`src/rtl/c1d_pkg.sv`:
```
`timescale 1ns / 1ps
// shared types and constants of the 1-d convolution layer
// no dependencies; imported by c1d_mac, the top level, the test checker and the testbench
package c1d_pkg;

  // field widths
  localparam int unsigned ValW  = 16;
  localparam int unsigned IdxW  = 10;
  localparam int unsigned PosW  = 16;
  localparam int unsigned FilW  = 3;
  localparam int unsigned ResW  = 32;
  localparam int unsigned AccW  = 40;
  localparam int unsigned CfgW  = 4;
  localparam int unsigned CfgAW = 2;

  // input beat kinds carried in tuser
  localparam logic [1:0] MODE_WEIGHT = 2'd0;
  localparam logic [1:0] MODE_BIAS   = 2'd1;
  localparam logic [1:0] MODE_SAMPLE = 2'd2;

  // configuration register indexes
  localparam logic [CfgAW-1:0] CFG_FILTERS  = 2'd0;
  localparam logic [CfgAW-1:0] CFG_TAPS     = 2'd1;
  localparam logic [CfgAW-1:0] CFG_CHANNELS = 2'd2;

  // control from the sequencer to the multiply-accumulate unit
  typedef struct packed {
    logic            load;      // start a new sum with the bias
    logic [ValW-1:0] bias;
    logic            rd_valid;  // memory read data valid this cycle
  } mac_ctrl_t;

  // register value forced into 1..hi
  function automatic logic [CfgW-1:0] clamp_cfg(input logic [CfgW-1:0] v, input int hi);
    logic [CfgW-1:0] r;
    r = v;
    if (v == '0) r = CfgW'(1);
    else if (int'(v) > hi) r = CfgW'(hi);
    return r;
  endfunction

endpackage

```
`src/rtl/c1d_mac.sv`:
```
`timescale 1ns / 1ps
// multiply-accumulate unit: registered 16x16 product, 40-bit sum, 32-bit saturation
// depends on c1d_pkg
module c1d_mac
  import c1d_pkg::*;
(
  input  logic                   clk_i,
  input  logic                   rst_ni,
  input  mac_ctrl_t              ctrl_i,
  input  logic signed [ValW-1:0] sample_i,
  input  logic signed [ValW-1:0] weight_i,
  output logic                   busy_o,
  output logic signed [ResW-1:0] result_o
);

  logic signed [2*ValW-1:0] prod_q;
  logic                     pv_q;
  logic signed [AccW-1:0]   acc_q;

  // product stage
  always_ff @(posedge clk_i or negedge rst_ni) begin
    if (!rst_ni) begin
      pv_q <= 1'b0;
    end else begin
      pv_q <= ctrl_i.rd_valid;
    end
  end

  always_ff @(posedge clk_i) begin
    if (ctrl_i.rd_valid) begin
      prod_q <= sample_i * weight_i;
    end
  end

  // accumulate stage, bias enters as bias * 4096
  always_ff @(posedge clk_i) begin
    if (ctrl_i.load) begin
      acc_q <= AccW'($signed(ctrl_i.bias)) <<< 12;
    end else if (pv_q) begin
      acc_q <= acc_q + AccW'(prod_q);
    end
  end

  // saturate to 32 bits
  always_comb begin
    if (acc_q > AccW'(64'sh7FFFFFFF)) begin
      result_o = {1'b0, {(ResW-1){1'b1}}};
    end else if (acc_q < -AccW'(64'sh80000000)) begin
      result_o = {1'b1, {(ResW-1){1'b0}}};
    end else begin
      result_o = acc_q[ResW-1:0];
    end
  end

  assign busy_o = pv_q;

endmodule

```
`config.mk`:
```
export PLATFORM = sky130hd
export DESIGN_NAME = c1d_mac
export DESIGN_NICKNAME = d
export VERILOG_FILES = /design/src/rtl/c1d_pkg.sv /design/src/rtl/c1d_mac.sv
export SDC_FILE = /design/constraint.sdc
export NUM_CORES = 1
export LEC_CHECK = 0
export BUFFER_PORTS_ARGS = -buffer_cell sky130_fd_sc_hd__buf_2
export CORE_ASPECT_RATIO = 1.4
export CORE_MARGIN = 3
export CORE_UTILIZATION = 64
export DETAILED_ROUTE_END_ITERATION = 10
export PLACE_DENSITY = 0.83
export SYNTH_ARGS = -nofsm -noshare
export SYNTH_HDL_FRONTEND = slang
export SYNTH_SLANG_ARGS = --single-unit
export TNS_END_PERCENT = 20
```
`constraint.sdc`:
```
create_clock -name clk_i -period 3.9 [get_ports clk_i]
set_clock_uncertainty 0.05 [all_clocks]
set_input_delay 0.39 -clock clk_i [delete_from_list [all_inputs] [get_ports clk_i]]
set_output_delay 0.39 -clock clk_i [all_outputs]
set_load 0.01 [all_outputs]
```
==> impl_metrics.csv <==
group,metric,value,unit
status,status,"finished, violations left",
status,violations,"negative setup slack",
clock_network,cts_htree_levels,3,
layout,area_growth_syn_to_layout,20.95,%
global_routing,antenna_found_initial,0,
clock_network,cts_tree,"yes",
floorplan,ios,85,
global_routing,grt_overflow,0,
sta,finalSetupTns,-30.48,ns
sta,fin_crit,5.680,ns
layout,antennaDiodeCount,0,
setup_path,required,4.05,ns
sta,rsz0062_at_grt,"true",
clock_network,cts.sinks,73,
layout,layout_common_cells,"322 x inv_1, 239 x fa_1, 155 x buf_4, 152 x nand2_1, 113 x and2_1",
setup_path,r2r-start,"acc_q[0]",
synthesis,async_flop_share,1.370,%
setup_path,crit_fanout,8,
global_routing,first_global_vias,13811,
floorplan,die_w,134.6,µm
layout,drive_above_1_share,22.51,%
clock_network,cts.path.max_buffers,2,
layout,num-nets-final,2261,
synthesis,ys_types,65,
routing,drt_first_pass_iters,7,
sta,tightest_slew,1.185,ns
sta,fmax,176.1,MHz
synthesis,synth_top_flop_cell,"edfxtp_1",
setup_path,arrival,5.83,ns
sta,max_slew_margin,21.01,%
sta,worst_slack,-1.780,ns
floorplan,core_area,0.02269,mm²
setup_path,end_kind,"flop",
synthesis,synth_cells,1613,
global_routing,grt_pass1_wl,65790,µm
setup_path,worst_r2r_endpoint,"acc_q[36]",
routing,drc,0,
floorplan,start_util,65.33,%
hold_path,min-delay-start,"ctrl_i[7]",
clock_network,cts_made_buffers,9,
synthesis,syn-num-nets,2049,
synthesis,synth-edff-count,60,
global_routing,grt_usage,32.92,%
routing,routed_via_density,5.866,
setup_path,reg2reg_depth,12,
floorplan,die_y,186.1,µm
setup_path,crit_type,"input port to flop",
synthesis,synth_top_cell_by_area,"fa_1",
hold_path,holdPathEnd,"acc_q[18]",
hold_path,hp-class,"input port to flop",
setup_path,critPathLaunchType,"input port",
synthesis,syn_avg_cell_area,9.190,µm²
floorplan,die-area,0.02505,mm²
placed_design,portBuffers,84,
routing,totalWireLength,42200,µm
clock_network,root_buffer,"clkbuf_16",
hold_path,holdPathStages,3,
placed_design,gp_congestion,0.9545,
layout,final_common_cell,"inv_1",
clock_network,clk_pin_slew,0.06,ns
routing,drt_iter0_markers,760,
routing,drt-wirelength-per-cell,19.80,µm
global_routing,grt_max_degree,34,
synthesis,ys_warn_count,0,
placed_design,dp_hpwl,31070,µm
synthesis,netlist_area,0.01482,mm²
floorplan,rows,65,
routing,vias,12501,
synthesis,synth_area_leaders,"fa_1 36%, edfxtp_1 12%, ha_1 10%, inv_1 8.7%, and2_1 5.3%",
setup_path,rrSetupSlack,0.34,ns
synthesis,yosysSeqAreaShare,13.94,%
clock_network,clock_latency,0.33,ns
synthesis,yosysTopAreaCellShare,35.52,%
routing,ant_nets,0,
sta,drv_slew,0,
sta,hold_viol,0,
sta,setup_viol,25,
sta,period_share,145.6,%
synthesis,ys_seq_elements,73,
run,maxCapViolations,0,
## registers in the layout, indices dropped and copies added, names as in the netlist
signal,count
prod_q,32
busy_o,1
acc_q,40
## timing repair
action                                  CTS  global route
pin swaps                                59            47
gates resized for setup                 128            60
hold buffers                              1             0
endpoints found under the hold margin     1             0
buffers inserted                         19             6
gates cloned                              0             0
endpoints found under the setup margin   26            25
## layer usage
| layer | global-route usage, % | share of wire, % |
|---|---|---|
| met3 | 4.110 | 5.8 |
| met4 | 17.20 | 6.2 |
| met2 | 61.57 | 53 |
| met1 | 36.34 | 35 |
| met5 | 0 | 0 |
## cells by family (layout without fill, tap and decap cells)
logic type	Yosys count	after routing	share of synthesized area [%]
and+or+nand+nor	441	441	14.90
adders and majority gates	384	384	45.73
DFF	73	73	13.94
xor gates and xnor gates	60	60	3.545
buffers and inverters	396	613	10.04
muxes	5	5	0.3376
AOI/OAI and AO/OA	254	254	11.51
## how the worst max path moves through the flow
stage,startpoint,slack (ns),cells past startpoint,endpoint
after floorplan,weight_i[7],-1.74,22,prod_q[31]
after global placement,sample_i[8],-2.10,19,prod_q[31]
after detailed placement,sample_i[15],-2.24,19,prod_q[28]
after CTS,sample_i[7],-1.67,21,prod_q[28]
after global routing,sample_i[15],-1.98,23,prod_q[31]
final,sample_i[6],-1.78,20,prod_q[28]
## synthesized netlist by cell type, types with 28 or more instances
cell type and number:
a21oi_1 63, inv_1 342, xnor2_1 41, fa_1 263, ha_1 121, nor2_1 61, clkbuf_1 53, edfxtp_1 60
o21ai_0 49, and2_1 126, a21o_1 28, nand2_1 161, o21a_1 40
## worst max-delay path, cell delays in order
cell and delay (ns):
buf_12 0.13, buf_6 0.13, and2_4 0.14, fa_1 0.52
fa_1 0.62, fa_1 0.47, fa_1 0.52, fa_1 0.49
inv_1 0.05, fa_1 0.50, inv_2 0.05, ha_4 0.24
a21oi_4 0.17, o21ai_2 0.09, a21o_1 0.18, a21oi_2 0.17
o21ai_2 0.07, a221o_1 0.40, or4_1 0.40, nand3_1 0.08
## stage by stage
| step | utilization (%) | setup slack [ns] | hold slack, ns | instances | area [µm²] |
|---|---|---|---|---|---|
| floorplan | - | -1.741 | 0.04441 | 1613 | 15140 |
| global placement | 73.93 | -2.103 | 0.1182 | 2089 | 16780 |
| detailed placement | 73.93 | -2.236 | 0.1168 | 2089 | 16780 |
| CTS | 77.80 | -1.668 | 0.2917 | 2125 | 17650 |
| global route | 79.02 | -1.979 | 0.3010 | 2131 | 17930 |
| finish | 79.02 | -1.780 | 0.2912 | 2131 | 17930 |
## final cells by class
cell class                      instances  area (µm²)
Clock inverter                          4       43.79
Fill cell                            1312        4761
Clock buffer                           12       236.5
Inverter                              342        1289
Sequential cell                        73        2067
Multi-Input combinational cell       1144       11880
Timing Repair Buffer                  255        2041
Tap cell                              301       376.6
Power is left out: the tool's default activity adds up to more than one toggle a clock period on the data nets, which glitch-free logic cannot reach.
